$ cat config.mk
export PLATFORM = sky130hd
export DESIGN_NAME = rmf_cfg
export DESIGN_NICKNAME = d
export VERILOG_FILES = /design/src/rtl/core/rgb_median_filter_3x3_defines.svh /design/src/rtl/core/rmf_pkg.sv /design/src/rtl/core/rmf_cfg.sv
export SDC_FILE = /design/constraint.sdc
export NUM_CORES = 1
export LEC_CHECK = 0
export BUFFER_PORTS_ARGS = -buffer_cell sky130_fd_sc_hd__clkbuf_2
export CORE_MARGIN = 4
export CORE_UTILIZATION = 42
export DETAILED_ROUTE_END_ITERATION = 10
export PLACE_DENSITY = 0.79
export SETUP_SLACK_MARGIN = 0.3
export SKIP_CTS_REPAIR_TIMING = 1
export SLEW_MARGIN = 20
export SYNTH_ARGS = -nofsm -noshare
export SYNTH_HDL_FRONTEND = slang
export SYNTH_SLANG_ARGS = --single-unit
$ cat constraint.sdc
create_clock -name clk_i -period 2.4 [get_ports clk_i]
set_clock_uncertainty 0.15 [all_clocks]
set_input_delay 0.72 -clock clk_i [delete_from_list [all_inputs] [get_ports clk_i]]
set_output_delay 0.72 -clock clk_i [all_outputs]
set_load 0.01 [all_outputs]
$ cat src/rtl/core/rgb_median_filter_3x3_defines.svh
`ifndef RGB_MEDIAN_FILTER_3X3_DEFINES_SVH
`define RGB_MEDIAN_FILTER_3X3_DEFINES_SVH

// Assertion helpers for the median filter. Both forms are disabled while the
// active-low reset is asserted.

// The consequent must hold in the same cycle as the antecedent.
`define RMF_ASSERT_NOW(label, clk, rst_n, ante, cons, msg) \
  label: assert property (@(posedge clk) disable iff (!(rst_n)) (ante) |-> (cons)) \
    else $error(msg);

// The consequent must hold in the cycle after the antecedent.
`define RMF_ASSERT_NEXT(label, clk, rst_n, ante, cons, msg) \
  label: assert property (@(posedge clk) disable iff (!(rst_n)) (ante) |=> (cons)) \
    else $error(msg);

`endif

$ cat src/rtl/core/rmf_pkg.sv
package rmf_pkg;

  // Frame limits. Line store depth and counter widths follow from these.
  localparam int MaxWidth  = 2048;
  localparam int MaxHeight = 4096;
  localparam int ColW      = $clog2(MaxWidth);
  localparam int RowW      = $clog2(MaxHeight);

  // Register and bus widths.
  localparam int WidthRegW  = 12;
  localparam int HeightRegW = 13;
  localparam int AddrW      = 3;
  localparam int DataW      = 32;
  localparam int ChanW      = 8;

  localparam logic [WidthRegW-1:0]  WidthReset  = 12'd640;
  localparam logic [HeightRegW-1:0] HeightReset = 13'd480;

  typedef logic [ChanW-1:0] chan_t;

  // Blue sits in the low byte, red in the high byte.
  typedef struct packed {
    chan_t red;
    chan_t green;
    chan_t blue;
  } pixel_t;

  localparam int PixW = $bits(pixel_t);

  typedef enum logic [0:0] {
    RegWidth  = 1'b0,
    RegHeight = 1'b1
  } reg_idx_e;

  // Effective frame size after clamping, one bit wider than the counters.
  typedef struct packed {
    logic [ColW:0] width;
    logic [RowW:0] height;
  } frame_size_t;

  // One accepted pixel with its 3x3 neighbourhood. Entry 8 is always the
  // pixel that was just accepted.
  typedef struct packed {
    pixel_t [8:0]    win;
    logic [RowW-1:0] row;
    logic [ColW-1:0] col;
    logic            interior;
    logic            border;
  } item_t;

endpackage

$ cat src/rtl/core/rmf_cfg.sv
module rmf_cfg (
  input  logic                         clk_i,
  input  logic                         rst_ni,
  input  logic                         psel,
  input  logic                         penable,
  input  logic                         pwrite,
  input  logic [rmf_pkg::AddrW-1:0]    paddr,
  input  logic [rmf_pkg::DataW-1:0]    pwdata,
  output logic [rmf_pkg::DataW-1:0]    prdata,
  output logic                         pready,
  output rmf_pkg::frame_size_t         size_o
);

  logic [rmf_pkg::WidthRegW-1:0]  width_q, width_d;
  logic [rmf_pkg::HeightRegW-1:0] height_q, height_d;
  rmf_pkg::reg_idx_e              idx;
  logic                           wr_en;

  assign pready = 1'b1;
  assign wr_en  = psel & penable & pwrite & pready;
  assign idx    = rmf_pkg::reg_idx_e'(paddr[2]);

  always_comb begin
    width_d  = width_q;
    height_d = height_q;
    if (wr_en) begin
      unique case (idx)
        rmf_pkg::RegWidth:  width_d  = pwdata[rmf_pkg::WidthRegW-1:0];
        rmf_pkg::RegHeight: height_d = pwdata[rmf_pkg::HeightRegW-1:0];
        default: ;
      endcase
    end
  end

  always_ff @(posedge clk_i or negedge rst_ni) begin
    if (!rst_ni) begin
      width_q  <= rmf_pkg::WidthReset;
      height_q <= rmf_pkg::HeightReset;
    end else begin
      width_q  <= width_d;
      height_q <= height_d;
    end
  end

  always_comb begin
    unique case (idx)
      rmf_pkg::RegWidth:  prdata = rmf_pkg::DataW'(width_q);
      rmf_pkg::RegHeight: prdata = rmf_pkg::DataW'(height_q);
      default:            prdata = '0;
    endcase
  end

  // A size of zero acts as one; a width above the line store or a height above MaxHeight is clamped to that limit.
  always_comb begin
    if (width_q == '0) begin
      size_o.width = (rmf_pkg::ColW+1)'(1);
    end else if (32'(width_q) > rmf_pkg::MaxWidth) begin
      size_o.width = (rmf_pkg::ColW+1)'(rmf_pkg::MaxWidth);
    end else begin
      size_o.width = (rmf_pkg::ColW+1)'(width_q);
    end
    if (height_q == '0) begin
      size_o.height = (rmf_pkg::RowW+1)'(1);
    end else if (32'(height_q) > rmf_pkg::MaxHeight) begin
      size_o.height = (rmf_pkg::RowW+1)'(rmf_pkg::MaxHeight);
    end else begin
      size_o.height = (rmf_pkg::RowW+1)'(height_q);
    end
  end

endmodule

Yosys cells after proc, flatten, opt, wreduce, memory -nomap -nowiden. Cells that the tools add are included.

$lt $le $gt $ge: 2. Mux-type cells: 5. Bitwise operators: 3. Reductions and logical operators: 4.

Operator list (number): $pmux W32 S2 (1); $mux W13 (2); $mux W12 (2); $gt A13 B13 Y1 const B (1); $logic_not A13 Y1 (1); $gt A12 B12 Y1 const B (1); $logic_not A12 Y1 (1); $reduce_and A2 Y1 (2); $and A1 B1 Y1 (2); $not A1 Y1 (1).

Register bits after elaboration: 25. Input bits: 40. Output and inout port bits: 58. Word-level logic and storage cells: 16.

Logic depth before layout (Yosys ltp). Gate-level depths: netlist (run 1).

Depth after elaboration: 3. Depth in mapped cells: 4. Mapped depth without buffers: 2.

Worst setup path after synthesis (run 1). No wires, ideal clock.

Path type: input to output. Start: input paddr[2] (netlist bit). End: output prdata[10] (netlist bit). Arrival time: 1.378 ns. Data required time: 1.530 ns. Path slack: 0.152 ns. Cell stages on the path: 3. Buffers on the path: 2. Path through: buf_6 > buf_2 > mux2_2.

Longest elaborated chain between the ends: 2.

RTL lines: from (decl) (line rmf_cfg.sv:7) `input logic [rmf_pkg::AddrW-1:0] paddr,`; $not A1 Y1; $pmux W32 S2 * (line rmf_cfg.sv:46) `unique case (idx)`; to (decl) (line rmf_cfg.sv:9) `output logic [rmf_pkg::DataW-1:0] prdata,`.

Every way passes the cells marked *; elsewhere a longest branch is shown, timed or not. The select of a mux whose other input is x is not followed.

Worst setup path after layout (run 1). Ends and elaborated chain as after synthesis.

==> results.toml, run 1 <==
[status]
status = "complete, no violations"

[die]
coreArea_um2 = 3440
num_rows = 21
die_h_um = 68.5
die_area_um2 = 4700
start_util_pct = 44.7
chipWidth_um = 68.5
num_io_pins = 98

[cells_and_area]
final_common_cell = "clkbuf_2"
fillers = 302
final_cell_mix = "clkbuf_2, nor2b_1, conb_1"
final_util_pct = 57.5
synthToLayoutAreaGrowth_pct = 28.6
fin_nets = 228
diodes = 0
layout-drive-gt1-share_pct = 63.6

[timing]
worst_pin_slew_ps = 603
finalSetupViolCount = 0
rsz0062_at_grt = "yes"
setup_slack_ps = 138
min_period_over_period_pct = 94.3
timing.final.max_slew_violations = 0
hold_viol = 0
hold_ws_ps = 288
period_needed_ps = 2260
max_freq_mhz = 442
slew_headroom_pct = 59.8

[worst_setup_path]
path_cells = "buf_12 > buf_12 > mux2_4 > buf_6"
cpPeakStageDelay_ps = 300
r2r-start = "width_q[11]$_DFFE_PN0P_"
path_max_fanout = 8
reg2reg_slack_ps = 1260
slowest_stage = "mux2_4"
required_ps = 1530
crit_top_cell = "buf_12"
path_class = "input port to primary output"
r2r_end = "width_q[11]$_DFFE_PN0P_"
rr_worst_depth = 2
worst_setup_path_start_kind = "input port"
critPathCaptureType = "primary output"
arrival_ps = 1390

[run]
cap_violations = 0

[synthesis]
syn_inst = 128
yosys_warnings = 0
synth_top_family_by_area = "multiplexers"
synth_cell_types = 20
synth_mux_area_share_pct = 28.8
synthSimpleGateAreaFrac_pct = 14.2
synth_area_um2 = 1540
avgSynthCellArea_um2 = 12.0
synth_seq_cells = 25
synthXorXnorAreaFrac_pct = 0
ys_seq_area_share_pct = 41.1
yosys.area_share.adder_pct = 0
synth-compound-area-share_pct = 1.63

[clock_tree]
cts.reportedPaths.clkPinSlew_ps = 90
cts_root_buffer = "clkbuf_8"
htreeDepth = 1
clock_latency_ps = 260
cts_sinks = 25
cts_tree = "built"
cts_buffers = 3
cts_max_path_buffers = 2

[routing]
vias = 1084
drt_iter0_drc = 44
drc = 0
drt-pass1-iter-count = 4
routedWlPerCell_um = 14.6
routed_wl_mm = 3.41
antenna_left = 0
vias_per_cell = 4.65

[grt]
use_met1_pct = 19.7
grt_pass1_vias = 1104
grt_pass1_wl_mm = 5.17
grt_overflow_total = 0
grtUsageMet2_pct = 24.7
grt_max_degree = 26
antenna_found_initial = 0
grt_usage_pct = 14.6
gr-max-usage-layer = "met2"
use_met3_pct = 2.11

[placement]
portBuffers = 56
dp_slack_ps = -29.8
gp_congestion = 0.796
dp.final_hpwl_mm = 2.57

[pwr]
p_leak_nw = 1.03
ir_worst_vdd_v = 0.000406
power.density_nw_per_um2 = 781

[hold_path]
hold_path.class = "input port to async pin"
## cells by family (layout without fill, tap and decap cells)
| logic type | count (synthesis) | count (layout) |
|---|---|---|
| compound gates | 3 | 3 |
| other cells | 2 | 20 |
| buf+inv | 30 | 71 |
| mux | 36 | 36 |
| simple gates | 32 | 32 |
| flops | 25 | 25 |
## worst max-delay path: cells and delay by family
family	cells	cell delay (ps)
buffers and inverters	3	370
muxes	1	300
## worst max path at each step
stage                   from          to  depth (start not counted)
floorplan           paddr[2]  prdata[10]                          3
global route        paddr[2]  prdata[10]                          4
global placement    paddr[2]   prdata[7]                          4
detailed placement  paddr[2]   prdata[5]                          4
CTS                 paddr[2]   prdata[5]                          4
finish              paddr[2]  prdata[10]                          4
## registers in the layout, indices dropped and copies added, names as in the netlist
signal and flops:
height_q 13, width_q 12
## area by class of cell
type,count,area (um^2),share of cell area [%]
multi-input cells,91,815,41.2
flip-flops and latches,25,634,32.0
repair buffers,65,417,21.0
well taps,46,57.6,2.91
clock buffers,3,41.3,2.09
clock inverters,1,7.51,0.379
inverters,2,7.51,0.379
## per-layer routing
metal | vias up | share of wire [%]
met5 | - | 0
met4 | 0 | 0.23
met3 | 2 | 8.0
met2 | 52 | 50
met1 | 519 | 42
li1 | 511 | -
## metrics by stage
stage	setup TNS [ps]	instance area (um^2)	power, W	cells
after floorplan	0	1650	0.00101	146
after global placement	-103	1820	0.00121	225
after detailed placement	-72.7	1820	0.00123	225
after CTS	-85.8	1870	0.00148	229
after global routing	0	1980	0.00165	233
final	0	1980	0.00155	233
## power breakdown
group	internal (W)	leakage [nW]	total [W]	switching [W]
Clock	0.000118	0.0217	0.000255	0.000137
Combinational	0.000371	0.717	0.000653	0.000283
Sequential	0.000533	0.290	0.000637	0.000105
## cells in the mapped netlist
cell	number	area share (%)
a32o_1	1	0.65
a41o_1	1	0.65
and2_1	1	0.41
buf_2	1	0.32
buf_4	20	9.8
buf_6	3	2.2
clkbuf_1	4	0.98
conb_1	2	0.49
dfrtp_1	19	31
dfstp_2	6	10
inv_1	2	0.49
mux2_2	26	19
mux2_4	10	9.8
nand2_1	1	0.24
nand4_2	1	0.81
nand4b_4	1	1.5
nor2_1	1	0.24
nor2b_1	22	8.9
nor4_1	5	2.0
o21ai_0	1	0.32
(Power assumes the default switching activity.)
==> inputs of run 2 (changes only) <==
- clock period: 2.4 -> 2.2 ns (I/O delays scaled with it)
==> results.toml, run 2 (same netlist as run 1, synthesis figures left out) <==
[status]
status = "complete, no violations"

[timing]
max_freq_mhz = 464
setup_slack_ps = 44.8
hold_viol = 0
finalSetupViolCount = 0
min_period_over_period_pct = 98.0
period_needed_ps = 2160
fin_setup_tns_ps = 0
rsz0062_at_grt = "yes"
worst_pin_slew_ps = 617
slew_headroom_pct = 58.8
timing.final.max_slew_violations = 0

[worst_setup_path]
r2r-start = "height_q[12]$_DFFE_PN0P_"
path_class = "input port to primary output"
cpPeakStageDelay_ps = 300
worst_setup_path_start_kind = "input port"
reg2reg_slack_ps = 1090
critPathCaptureType = "primary output"
crit_top_cell = "buf_12"
slowest_stage = "mux2_4"
path_max_fanout = 8
rr_worst_depth = 2
arrival_ps = 1350
r2r_end = "height_q[12]$_DFFE_PN0P_"
path_cells = "buf_12 > buf_12 > mux2_4 > buf_6"
required_ps = 1390

[routing]
drc = 0
vias_per_cell = 4.64
routedWlPerCell_um = 15.5
drt-pass1-iter-count = 4
antenna_left = 0
routed_wl_mm = 3.66
vias = 1096
drt_iter0_drc = 32

[cells_and_area]
final_common_cell = "clkbuf_2"
final-instance-count-excl-fill = 236
final_cell_mix = "clkbuf_2, mux2_4, conb_1"
largest_reg_flops = 13
fin_nets = 231
diodes = 0
synthToLayoutAreaGrowth_pct = 37.4
top_regs = "height_q x13, width_q x12"
fin_area_um2 = 2110
layout-drive-gt1-share_pct = 68.4
fillers = 276
max_flop_register = "height_q"

[die]
die_area_um2 = 4700
coreArea_um2 = 3440
num_rows = 21
start_util_pct = 44.7
chipWidth_um = 68.5
num_io_pins = 98
die_h_um = 68.5

[hold_path]
hold_path.class = "input port to async pin"

[placement]
placedCellCount = 225
gp_congestion = 0.774
portBuffers = 56
dp_slack_ps = -126
dp.final_hpwl_mm = 2.62
placed_area_um2 = 1820

[grt]
antenna_found_initial = 0
grt_usage_pct = 15.3
grt_max_degree = 26
grt_overflow_total = 0
grt_pass1_vias = 1084
grt_pass1_wl_mm = 5.24

[pwr]
p_leak_nw = 1.09
power.density_nw_per_um2 = 852
ir_worst_vdd_v = 0.000456

[clock_tree]
htreeDepth = 1
cts_max_path_buffers = 2
cts_root_buffer = "clkbuf_8"
cts_tree = "built"
cts_buffers = 3
cts_sinks = 25
clock_latency_ps = 260
cts.reportedPaths.clkPinSlew_ps = 90

[run]
cap_violations = 0
## run 2: cell types whose count changed in the layout (fill, tap and decap cells not counted), moves of 2 or more
cell,previous run,this run
buf_2,2,13
buf_6,7,14
clkbuf_2,47,31
mux2_2,19,15
mux2_4,17,21
nor2b_1,22,17
nor2b_2,0,3
nor2b_4,0,2
nor4_4,0,2
## run 2: final cells by class
type	instances	area, um^2	area share, %
Clock inverter	1	5.00	0.237
Timing Repair Buffer	68	485	23.0
Clock buffer	3	41.3	1.95
Multi-Input combinational cell	91	883	41.8
Tap cell	46	57.6	2.72
Inverter	2	7.51	0.355
Sequential cell	25	634	30.0
## run 2: per-layer routing
metal	vias to the layer above	track usage [%]	wire length [um]
li1	518	-	-
met1	520	19.7	1510
met2	54	24.9	1800
met3	4	3.08	306
met4	0	6.20	46
met5	-	0	0
## run 2: critical path: cells and delay by family
family | cells | cell delay, ps
buffers and inverters | 3 | 380
multiplexers | 1 | 300
## run 2: worst max-delay path by stage
stage                                        start          to  slack (ps)  cells past startpoint
after floorplan                           paddr[2]  prdata[10]         180                      3
after detailed placement                  paddr[2]   prdata[7]        -130                      4
after global routing      height_q[12]$_DFFE_PN0P_   size_o[0]         -40                      3
final                                     paddr[2]  prdata[10]          40                      4
after global placement                    paddr[2]   prdata[5]        -120                      4
after CTS                                 paddr[2]   prdata[4]        -130                      4
## run 2: power by group
| group | internal [W] | switching, W |
|---|---|---|
| Sequential | 0.000581 | 0.000132 |
| Clock | 0.000127 | 0.000147 |
| Combinational | 0.000482 | 0.000332 |
| Total | 0.00119 | 0.000611 |
## run 2: stage by stage
step / total power (W) / util [%] / hold WS [ps]
3_5_place_dp: 0.00134 / 52.8 / 362
4_1_cts: 0.00161 / 54.1 / 259
6_report: 0.00180 / 61.4 / 237
2_1_floorplan: 0.00110 / - / 214
3_3_place_gp: 0.00132 / 52.8 / 367
5_1_grt: 0.00190 / 61.4 / 283
