==> src/rtl/core/rgb_median_filter_3x3_defines.svh <==
`ifndef RGB_MEDIAN_FILTER_3X3_DEFINES_SVH
`define RGB_MEDIAN_FILTER_3X3_DEFINES_SVH

// Assertion helpers for the median filter. Both forms are disabled while the
// active-low reset is asserted.

// The consequent must hold in the same cycle as the antecedent.
`define RMF_ASSERT_NOW(label, clk, rst_n, ante, cons, msg) \
  label: assert property (@(posedge clk) disable iff (!(rst_n)) (ante) |-> (cons)) \
    else $error(msg);

// The consequent must hold in the cycle after the antecedent.
`define RMF_ASSERT_NEXT(label, clk, rst_n, ante, cons, msg) \
  label: assert property (@(posedge clk) disable iff (!(rst_n)) (ante) |=> (cons)) \
    else $error(msg);

`endif

==> src/rtl/core/rmf_pkg.sv <==
package rmf_pkg;

  // Frame limits. Line store depth and counter widths follow from these.
  localparam int MaxWidth  = 2048;
  localparam int MaxHeight = 4096;
  localparam int ColW      = $clog2(MaxWidth);
  localparam int RowW      = $clog2(MaxHeight);

  // Register and bus widths.
  localparam int WidthRegW  = 12;
  localparam int HeightRegW = 13;
  localparam int AddrW      = 3;
  localparam int DataW      = 32;
  localparam int ChanW      = 8;

  localparam logic [WidthRegW-1:0]  WidthReset  = 12'd640;
  localparam logic [HeightRegW-1:0] HeightReset = 13'd480;

  typedef logic [ChanW-1:0] chan_t;

  // Blue sits in the low byte, red in the high byte.
  typedef struct packed {
    chan_t red;
    chan_t green;
    chan_t blue;
  } pixel_t;

  localparam int PixW = $bits(pixel_t);

  typedef enum logic [0:0] {
    RegWidth  = 1'b0,
    RegHeight = 1'b1
  } reg_idx_e;

  // Effective frame size after clamping, one bit wider than the counters.
  typedef struct packed {
    logic [ColW:0] width;
    logic [RowW:0] height;
  } frame_size_t;

  // One accepted pixel with its 3x3 neighbourhood. Entry 8 is always the
  // pixel that was just accepted.
  typedef struct packed {
    pixel_t [8:0]    win;
    logic [RowW-1:0] row;
    logic [ColW-1:0] col;
    logic            interior;
    logic            border;
  } item_t;

endpackage

==> src/rtl/core/rmf_median9.sv <==
module rmf_median9 (
  input  rmf_pkg::chan_t [8:0] vals_i,
  output rmf_pkg::chan_t       med_o
);

  function automatic rmf_pkg::chan_t min2(rmf_pkg::chan_t a, rmf_pkg::chan_t b);
    return (a < b) ? a : b;
  endfunction

  function automatic rmf_pkg::chan_t max2(rmf_pkg::chan_t a, rmf_pkg::chan_t b);
    return (a < b) ? b : a;
  endfunction

  function automatic rmf_pkg::chan_t med3(rmf_pkg::chan_t a, rmf_pkg::chan_t b,
                                          rmf_pkg::chan_t c);
    return max2(min2(a, b), min2(max2(a, b), c));
  endfunction

  rmf_pkg::chan_t lo [3];
  rmf_pkg::chan_t mi [3];
  rmf_pkg::chan_t hi [3];

  // Sort each group of three, then the median of nine is the median of the
  // largest low, the middle middle and the smallest high.
  always_comb begin
    for (int k = 0; k < 3; k++) begin
      lo[k] = min2(vals_i[3*k], min2(vals_i[3*k+1], vals_i[3*k+2]));
      hi[k] = max2(vals_i[3*k], max2(vals_i[3*k+1], vals_i[3*k+2]));
      mi[k] = med3(vals_i[3*k], vals_i[3*k+1], vals_i[3*k+2]);
    end
    med_o = med3(max2(lo[0], max2(lo[1], lo[2])),
                 med3(mi[0], mi[1], mi[2]),
                 min2(hi[0], min2(hi[1], hi[2])));
  end

endmodule

==> config.mk <==
export PLATFORM = sky130hd
export DESIGN_NAME = rmf_median9
export DESIGN_NICKNAME = d
export VERILOG_FILES = /design/src/rtl/core/rgb_median_filter_3x3_defines.svh /design/src/rtl/core/rmf_pkg.sv /design/src/rtl/core/rmf_median9.sv
export SDC_FILE = /design/constraint.sdc
export NUM_CORES = 1
export LEC_CHECK = 0
export BUFFER_PORTS_ARGS = -buffer_cell sky130_fd_sc_hd__buf_2
export CAP_MARGIN = 20
export CORE_ASPECT_RATIO = 0.6
export CORE_MARGIN = 2
export CORE_UTILIZATION = 58
export DETAILED_ROUTE_END_ITERATION = 10
export PLACE_DENSITY_LB_ADDON = 0.15
export SYNTH_ARGS = -nofsm -noshare
export SYNTH_HDL_FRONTEND = slang
export SYNTH_SLANG_ARGS = --single-unit
==> constraint.sdc <==
create_clock -name vclk -period 21.5
set_input_delay 2.15 -clock vclk [all_inputs]
set_output_delay 2.15 -clock vclk [all_outputs]
set_load 0.01 [all_outputs]
# Word-level counts from Yosys, hierarchy flattened
# Cells that the tools add are included.
# Widths: inputs -> output; s select.
[totals]
regBits = 0
inputBits = 72
out_inout_bits = 8
[op_classes]
order_cmp = 28
n_mux = 36
[op_table]
columns = ["operator", "count"]
rows = [
  ["$mux 8", 36],
  ["$lt 8x8->1", 28],
]

# Longest topological paths before layout
# Gate-level depths: netlist of run 1.
[logic_depth]
ltp_word = 18
depth_mapped = 92

# Worst setup path after synthesis of run 1
# Ideal clock, no wire load.
[synth_timing]
path_type = "input to output"
from = "input port vals_i[34] in the netlist's numbering"
to = "output port med_o[0]"
arrival_ns = 18.902
setup_slack_ns = 0.448
cell_stages = 83
path_buffers = 9
path_cell_list = "clkbuf_1 inv_1 ha_1 a21o_1 a31oi_4 o21a_4 buf_2 clkbuf_1 clkbuf_1 nand2_1 o21ai_0 ha_1 o21ai_0 a21oi_1 a221oi_1 o211a_1 clkbuf_1 nor2_1 [47 not listed] mux2i_1 ha_1 o21a_1 o21ai_0 or2_2 o311a_1 buf_6 or2_1 and2_1 ha_1 nand4_1 nor2_1 nand2_1 or4b_1 o21ai_1 a31oi_2 o22a_1 a211oi_2"
[synth_via]
elab_chain_len = 18
[synth_rtl]
columns = ["item", "line_no", "rtl"]
rows = [
  ["from (decl)", "rmf_median9.sv:2", "input rmf_pkg::chan_t [8:0] vals_i,"],
  ["$lt 8x8->1", "rmf_median9.sv:7, rmf_median9.sv:11", ""],
  ["$mux 8", "rmf_median9.sv:11", "return (a < b) ? b : a;"],
  ["$lt 8x8->1", "rmf_median9.sv:7", "return (a < b) ? a : b;"],
  ["$mux 8", "rmf_median9.sv:7", ""],
  ["$lt 8x8->1", "rmf_median9.sv:11", ""],
  ["$mux 8", "rmf_median9.sv:11", ""],
  ["$lt 8x8->1", "rmf_median9.sv:7, rmf_median9.sv:11", ""],
  ["$mux 8", "rmf_median9.sv:11", ""],
  ["[2 not listed]", "-", ""],
  ["$lt 8x8->1", "rmf_median9.sv:11", ""],
  ["$mux 8", "rmf_median9.sv:11", ""],
  ["$lt 8x8->1", "rmf_median9.sv:7, rmf_median9.sv:11", ""],
  ["$mux 8", "rmf_median9.sv:11", ""],
  ["$lt 8x8->1", "rmf_median9.sv:7", ""],
  ["$mux 8", "rmf_median9.sv:7", ""],
  ["$lt 8x8->1", "rmf_median9.sv:11", ""],
  ["$mux 8 *", "rmf_median9.sv:11", ""],
  ["to (decl)", "rmf_median9.sv:3", "output rmf_pkg::chan_t med_o"],
]
# Mark *: on every way between the ends. The rest lies on a longest branch, timed or not.

# Worst setup path in the final report of run 1
[layout_timing]
from = "input port vals_i[39] in the netlist's numbering"
to = "output port med_o[0]"
# The elaborated chain is that of the path after synthesis.

==> out/summary.txt, run 1 <==
Slew margin rel. = 0.265
Area Overhead vs Synth = 10.7%
Final TNS setup = 0 ns
Routability cong. = 1.00
Min-Delay Path Class = in2out
Critical path's top delay family = compound AO/OA/AOI/OAI gates
Die Wd = 165 um
Vias in the first global route = 8894
Antenna violations before repair = 0
Leading area contributor after synthesis = ha_1
Final Cycle Share = 0.964
Largest net degree at the start of global routing = 34
Ranking of synthesized cells by area = ha_1 26%, mux2i_1 10%, a21oi_1 8.2%
Post-synthesis mux area share = 0.123
DP HPWL = 24200 um
Startpoint Class = primary input
Synthesized net count = 1558
Post-synth cell types = 100
# DRC = 0
Simple logic cell fraction of the synthesized area = 0.200
DRT Pass-1 Iters = 5
Post-synth top area share = 0.260
Critical path arrival = 18.57 ns
Setup Crit Path Kind = in2out
Die Ht = 101 um
N_diodes = 0
IO Pins = 80
Mapped cell area = 9060 um2
Cells after synthesis = 1298
Iteration-0 DRC Markers = 1095
CP max-delay cell = or4b_1
Final min period = 20.72 ns
Max stage delay on crit path = 0.50 ns
Xor/xnor share of the synthesized area = 0.00290
CTS hold repair buffers = 0
Core Footprint = 15300 um2
Starting density of the core = 0.591
Vias = 10100
Compound-cell area share of the yosys netlist = 0.337
CP required = 19.35 ns
Top sig layer = met4
PortBufs = 80
ANT nets after route = 0
Routed length on met1 = 14800 um
Grt ovf = 0
Fraction of layout cells with a size suffix above 1 = 0.152
First-pass GRT wire length = 45400 um
Slew Limit Fails = 0
Syn_area_per_cell = 6.98 um2
Outcome = finished clean
Clock buf count = 0
Drt total wl = 29500 um
Least-Margin Pin Slew = 1.09 ns
Met3 Wirelength = 2710 um
Seq_cells = 0
Util after Layout = 0.654
Critical Path Fanout Max = 16
Row cnt = 35
Final setup viols = 0
Post-Synth Adder-Cell Area = 0.264
Most used cell, CP = ha_1
Die Area = 16700 um2
Seq. cell area = 0 um2
Final hold vios = 0
Yosys warns = 0
Critical Path Sink Type = output pin
Largest family of logic cells by synthesized area = compound AO/OA/AOI/OAI gates
Routed len/inst = 18.6 um
Total GRT Usage = 0.336
Fmax = 0.0483 GHz
Via density = 6.39
Sequential element share of the synthesized area = 0
Final #Nets = 1646
DR WL met2 = 11600 um
Buf+Inv Stages, Crit Path = 10
MaxCap Viol Count = 0
==> Yosys cell counts (4+ instances only) <==
cell type,instances
a21boi_0,4
and3_1,7
o21a_1,26
a211oi_1,6
buf_2,9
nor3_1,18
mux2i_1,92
nand4_1,23
and2_1,10
ha_1,188
nor2b_1,14
nand2_1,93
o211ai_1,6
or2_2,4
nand2b_1,18
nor2_1,143
nand3_1,19
maj3_1,4
a311oi_1,6
clkbuf_1,25
o31ai_1,8
mux2_2,15
o2111ai_1,9
or3_1,7
a21oi_1,149
inv_1,128
a21o_1,35
o21ai_1,10
o21ai_0,93
a31oi_1,11
==> metal layers <==
metal	up-vias	global-route usage
met5	-	0
met4	0	0.0411
met3	24	0.0296
met2	444	0.481
met1	4661	0.545
li1	5006	-
==> cell usage in the layout, fill, tap and decap left out, types with 35 or more instances in the layout <==
cell type / n
a21o_1: 35
a21oi_1: 144
buf_2: 80
buf_4: 42
ha_1: 188
inv_1: 128
mux2i_1: 89
nand2_1: 93
nor2_1: 142
o21ai_0: 89
==> worst min-delay path, stage by stage <==
cell and delay, ns:
buf_2 0.15, nor2_1 0.12, a21oi_1 0.09, mux2i_1 0.26
or2_1 0.16, a31oi_1 0.08, buf_2 0.13
==> cell type report <==
cell class         count  area, um2
well taps            203        254
fillers             1424       5300
repair buffers       123        731
inverters            130        492
multi-input cells   1131       8550
==> path summary, 6_finish.rpt <==
path | from | to | slack (ns) | cells past startpoint
setup / recovery | vals_i[39] | med_o[0] | 0.78 | 79
hold / removal | vals_i[6] | med_o[6] | 5.30 | 7
==> timing repair <==
action / 4_1_cts / 5_1_grt
gates cloned: 0 / 4
setup buffers: 3 / 15
endpoints found under the setup margin: 1 / 8
pin swaps: 1 / 8
gates resized for setup: 2 / 28
==> stage by stage <==
stage                     setup WS (ns)  cell area [um2]  hold WS, ns  cells
after global routing             -0.129            10000         5.38   1587
after floorplan                   0.448             9060         4.83   1298
after CTS                        0.0405             9740         5.31   1567
after detailed placement         -0.102             9720         5.31   1564
after global placement            0.618             9720         5.26   1564
final                             0.782            10000         5.30   1587
==> kinds of logic (layout without fill, tap and decap cells) <==
family          after synthesis  count (layout)
xor+xnor                      3               3
compound gates              445             449
fa+ha+maj                   192             192
mux                         108             108
simple gates                379             379
buf+inv                     171             253
Power of run 1 is not shown: default switching activity piles up to over one toggle a cycle in this logic, so the estimate is an artifact.
==> inputs of run 2 (changes only) <==
--- a/config.mk
+++ b/config.mk
@@ -9,7 +9,7 @@
 export CAP_MARGIN = 20
 export CORE_ASPECT_RATIO = 0.6
 export CORE_MARGIN = 2
-export CORE_UTILIZATION = 58
+export CORE_UTILIZATION = 50
 export DETAILED_ROUTE_END_ITERATION = 10
 export PLACE_DENSITY_LB_ADDON = 0.15
 export SYNTH_ARGS = -nofsm -noshare
==> run 2 against run 1 <==
Utilization decreased by 9.8 points. First-iteration DRC count shrank 15%. Die area is 15% higher. Cell count up 1.8%. Non-clock buffer count decreased by 8. Fmax is essentially flat. Critical path depth shrank 3. Routed wire length increased by 2.4%. Sequential share of layout area stayed put. Setup slack worse by 0.010 ns.
==> out/summary.txt, run 2 (synthesized netlist as in run 1, its figures left out) <==
Vias in the first global route = 8655 (-2.7%)
Vias = 9974 (-1.6%)
Area Overhead vs Synth = 10.0%
Critical path arrival = 18.58 ns (about the same)
Critical Path Sink Type = output pin
Starting density of the core = 0.506 (-0.0857)
Max stage delay on crit path = 0.52 ns (+0.02 ns)
Setup Crit Path Kind = in2out
Final hold vios = 0 (unchanged)
Fill count = 1790 (+26%)
Least-Margin Pin Slew = 1.04 ns (-0.0456 ns)
# DRC = 0 (unchanged)
Min-Delay Path Class = in2out
Largest net degree at the start of global routing = 34 (unchanged)
Slew margin rel. = 0.296 (+0.0308)
PortBufs = 80 (unchanged)
MaxCap Viol Count = 0 (unchanged)
Seq_cells = 0 (unchanged)
Die Wd = 178 um (+7.5%)
Slew Limit Fails = 0 (unchanged)
Final Cycle Share = 0.964 (about the same)
N_diodes = 0 (unchanged)
Core Footprint = 17900 um2 (+17%)
Critical Path Start = vals_i[36]
CP required = 19.35 ns (about the same)
Final #Nets = 1637 (-0.55%)
Final setup viols = 0 (unchanged)
Util after Layout = 0.556 (-0.0979)
IO Pins = 80 (unchanged)
DRT Pass-1 Iters = 6 (+1)
CP max-delay cell = or4b_1
Seq. cell area = 0 um2 (unchanged)
Die Area = 19300 um2 (+15%)
Row cnt = 38 (+8.6%)
Final min period = 20.73 ns (+0.0100 ns)
Most used cell, CP = ha_1
Routability cong. = 0.927 (-7.5%)
Clock buf count = 0 (unchanged)
Critical Path Sink = med_o[2]
Fraction of layout cells with a size suffix above 1 = 0.145 (-0.00773)
ANT nets after route = 0 (unchanged)
Antenna violations before repair = 0 (unchanged)
Grt ovf = 0 (unchanged)
Die Ht = 108 um (+7.4%)
Iteration-0 DRC Markers = 930 (-15%)
Fmax = 0.0482 GHz (about the same)
Routed len/inst = 18.7 um (+0.62%)
Total GRT Usage = 0.299 (-0.0376)
DP HPWL = 25300 um (+4.6%)
Drt total wl = 30200 um (+2.4%)
Outcome = finished clean
Most common cell after layout, fill and taps aside = ha_1
Multi-input gate area = 8520 um2 (-0.41%)
Startpoint Class = primary input
First-pass GRT wire length = 45900 um (+1.1%)
Highest-count cells in the layout ignoring fill and taps = 188 x ha_1, 146 x a21oi_1, 141 x nor2_1, 128 x inv_1, 93 x nand2_1
Via density = 6.18 (-3.3%)
Critical Path Fanout Max = 19 (+3)
[run 2: how the worst min path moves through the flow]
stage	startpoint	endpoint	slack, ns	depth (start not counted)
after floorplan	vals_i[5]	med_o[5]	4.83	5
after global placement	vals_i[5]	med_o[5]	5.29	7
after detailed placement	vals_i[5]	med_o[5]	5.30	7
after CTS	vals_i[5]	med_o[5]	5.29	7
after global routing	vals_i[5]	med_o[5]	5.36	7
final	vals_i[5]	med_o[5]	5.30	7
[run 2: metal layers]
metal  wire length (um)  track usage  part of all wire
met1              15100        0.461              0.50
met5                  0            0                 0
met3               3120       0.0619              0.10
met2              11800        0.437              0.39
met4                153       0.0146            0.0051
[run 2: cell type report]
class / count / share of cell area
Multi-Input combinational cell: 1130 / 0.854
Tap cell: 240 / 0.0301
Inverter: 130 / 0.0493
Timing Repair Buffer: 115 / 0.0665
[run 2: critical path, delay by kind of cell]
kind | cells | cell delay (ns)
mux | 6 | 1.66
buf+inv | 9 | 1.30
fa+ha+maj | 9 | 2.76
simple gates | 20 | 4.10
compound gates | 32 | 6.55
[run 2: metrics by stage]
step	worst slack (ns)	hold WS [ns]	setup TNS (ns)	cell area (um2)	instances
5_1_grt	-0.142	5.36	-0.864	9970	1615
3_3_place_gp	0.445	5.29	0	9730	1597
4_1_cts	0.0398	5.29	0	9750	1597
3_5_place_dp	-0.0594	5.30	-0.181	9730	1597
2_1_floorplan	0.448	4.83	0	9060	1298
6_report	0.772	5.30	0	9970	1615
[run 2: timing repair]
action	in CTS	in global routing
endpoints found under the setup margin	8	8
buffers inserted	0	15
gates resized for setup	2	21
gates cloned	0	3
hold buffers	0	0
pin swaps	0	6
Power of run 2 is left out for the same reason.
==> inputs of run 3 (changes only) <==
--- a/config.mk
+++ b/config.mk
@@ -5,8 +5,9 @@
 export SDC_FILE = /design/constraint.sdc
 export NUM_CORES = 1
 export LEC_CHECK = 0
+export ABC_AREA = 1
 export BUFFER_PORTS_ARGS = -buffer_cell sky130_fd_sc_hd__buf_2
-export CAP_MARGIN = 20
+export CAP_MARGIN = 30
 export CORE_ASPECT_RATIO = 0.6
 export CORE_MARGIN = 2
 export CORE_UTILIZATION = 50
==> run 3 against run 2 <==
Routed wire length fell by 24%. Fmax rose by 14%. Critical path depth fell by 10.
==> out/summary.txt, run 3 <==
Outcome = finished clean
Synth top cells by count = 461 x nand2_1, 246 x o21ai_0, 188 x ha_1
First-pass GRT wire length = 37300 um (-19%)
Starting density of the core = 0.517 (+0.0115)
Via density = 5.52 (-11%)
Drt total wl = 22800 um (-24%)
Critical Path Sink Type = output pin
Sequential element share of the synthesized area = 0 (unchanged)
Leading area contributor after synthesis = ha_1
Antenna violations before repair = 0 (unchanged)
Startpoint Class = primary input
Routability cong. = 0.977 (+5.4%)
Cells after synthesis = 1369 (+5.5%)
Vias = 8900 (-11%)
Slew margin rel. = 0.386 (+0.0897)
Ranking of synthesized cells by area = ha_1 31%, nand2_1 23%, o21ai_0 16%
Routed len/inst = 14.2 um (-24%)
Mapped cell area = 7570 um2 (-17%)
Final min period = 18.20 ns (-2.53 ns)
Seq_cells = 0 (unchanged)
Final setup viols = 0 (unchanged)
Critical Path Fanout Max = 31 (+12)
Area after DPL = 8090 um2 (-17%)
CP required = 19.35 ns (about the same)
DRT Pass-1 Iters = 6 (unchanged)
Slew Limit Fails = 0 (unchanged)
DP HPWL = 20000 um (-21%)
Setup Crit Path Kind = in2out
Hold Path End = med_o[7]
Total GRT Usage = 0.278 (-0.0204)
CTS hold repair buffers = 0 (unchanged)
Least-Margin Pin Slew = 0.917 ns (-0.125 ns)
Final #Nets = 1675 (+2.3%)
IO Pins = 80 (unchanged)
Largest net degree at the start of global routing = 33 (-2.9%)
Min-Delay Path Class = in2out
Post-synth cell types = 25 (-75%)
Max stage delay on crit path = 0.57 ns (+0.05 ns)
Critical path arrival = 16.05 ns (-2.53 ns)
Most frequent cell after synthesis = nand2_1
Final TNS setup = 0 ns (unchanged)
Row cnt = 34 (-11%)
Critical path's top delay family = compound AO/OA/AOI/OAI gates
CP max-delay cell = a211oi_1
RSZ-0062 raised after global routing = no
Post-CTS sizing = 0 (-2)
Die Ht = 99.3 um (-8.3%)
# DRC = 0 (unchanged)
Total setup buffers inserted after CTS = 0 (unchanged)
Highest-count cells in the layout ignoring fill and taps = 461 x nand2_1, 245 x o21ai_0, 188 x ha_1, 149 x inv_1, 81 x a21oi_1
Worst Hold Launch = vals_i[7]
Hold depth = 10 (+3)
Seq. cell area = 0 um2 (unchanged)
Synthesized net count = 1629 (+4.6%)
Buf+Inv Stages, Crit Path = 8 (-1)
Vias in the first global route = 7525 (-13%)
Clock buf count = 0 (unchanged)
Fin worst setup slack = 3.30 ns (+2.53 ns)
Final hold vios = 0 (unchanged)
Placement Setup Slack = 3.53 ns (+3.59 ns)
Iteration-0 DRC Markers = 993 (+6.8%)
Syn_area_per_cell = 5.53 um2 (-21%)
Most common cell after layout, fill and taps aside = nand2_1
Fmax = 0.0550 GHz (+14%)
Die Area = 16200 um2 (-16%)
Die Wd = 163 um (-8.4%)
ANT nets after route = 0 (unchanged)
Core Footprint = 14600 um2 (-18%)
Post-route cell area = 8090 um2 (-19%)
N_diodes = 0 (unchanged)
Yosys warns = 0 (unchanged)
Grt ovf = 0 (unchanged)
Final Cycle Share = 0.846 (-0.118)
Area Overhead vs Synth = 6.88%
Fraction of layout cells with a size suffix above 1 = 0.0736 (-0.0711)
MaxCap Viol Count = 0 (unchanged)
PortBufs = 80 (unchanged)
Post-synth top area share = 0.311 (+0.0513)
[run 3: cell count changes after synthesis, sizes merged, moves of 16 or more]
| cell | delta |
|---|---|
| o21ai | +151 |
| nor2 | -83 |
| a31oi | -16 |
| mux2i | -93 |
| nand2b | -19 |
| o21a | -25 |
| inv | +20 |
| a21oi | -71 |
| a21o | -34 |
| nand2 | +385 |
| nor3 | -17 |
| nand3 | +31 |
[run 3: metrics by stage]
stage,util,instances,hold WS (ns)
after floorplan,-,1369,4.87
after global placement,0.553,1611,5.35
after detailed placement,0.553,1611,5.36
after CTS,0.553,1611,5.36
after global routing,0.553,1611,5.45
final,0.553,1611,5.39
[run 3: cell type report]
class / count / area [um2]
inverters: 153 / 574
repair buffers: 84 / 430
multi-input cells: 1176 / 6830
well taps: 198 / 248
fillers: 1525 / 6550
[run 3: cells by family after synthesis]
| group | share of synthesized area |
|---|---|
| compound gates | 0.262 |
| simple gates | 0.331 |
| buf+inv | 0.0967 |
| fa+ha+maj | 0.311 |
[run 3: how the worst max path moves through the flow]
stage | depth (start not counted) | slack (ns) | endpoint | from
after floorplan | 70 | 5.32 | med_o[2] | vals_i[13]
after global placement | 66 | 3.89 | med_o[2] | vals_i[39]
after detailed placement | 66 | 3.53 | med_o[0] | vals_i[39]
after CTS | 66 | 3.50 | med_o[0] | vals_i[39]
after global routing | 66 | 1.64 | med_o[2] | vals_i[39]
final | 66 | 3.30 | med_o[0] | vals_i[39]
[run 3: metal layers]
layer  part of all wire  track usage  wire length, um
met5                  0            0                0
met2               0.37        0.389             8440
met1               0.53        0.452            12100
met3              0.089       0.0350             2030
met4              0.014       0.0361              310
Power of run 3 is left out for the same reason.
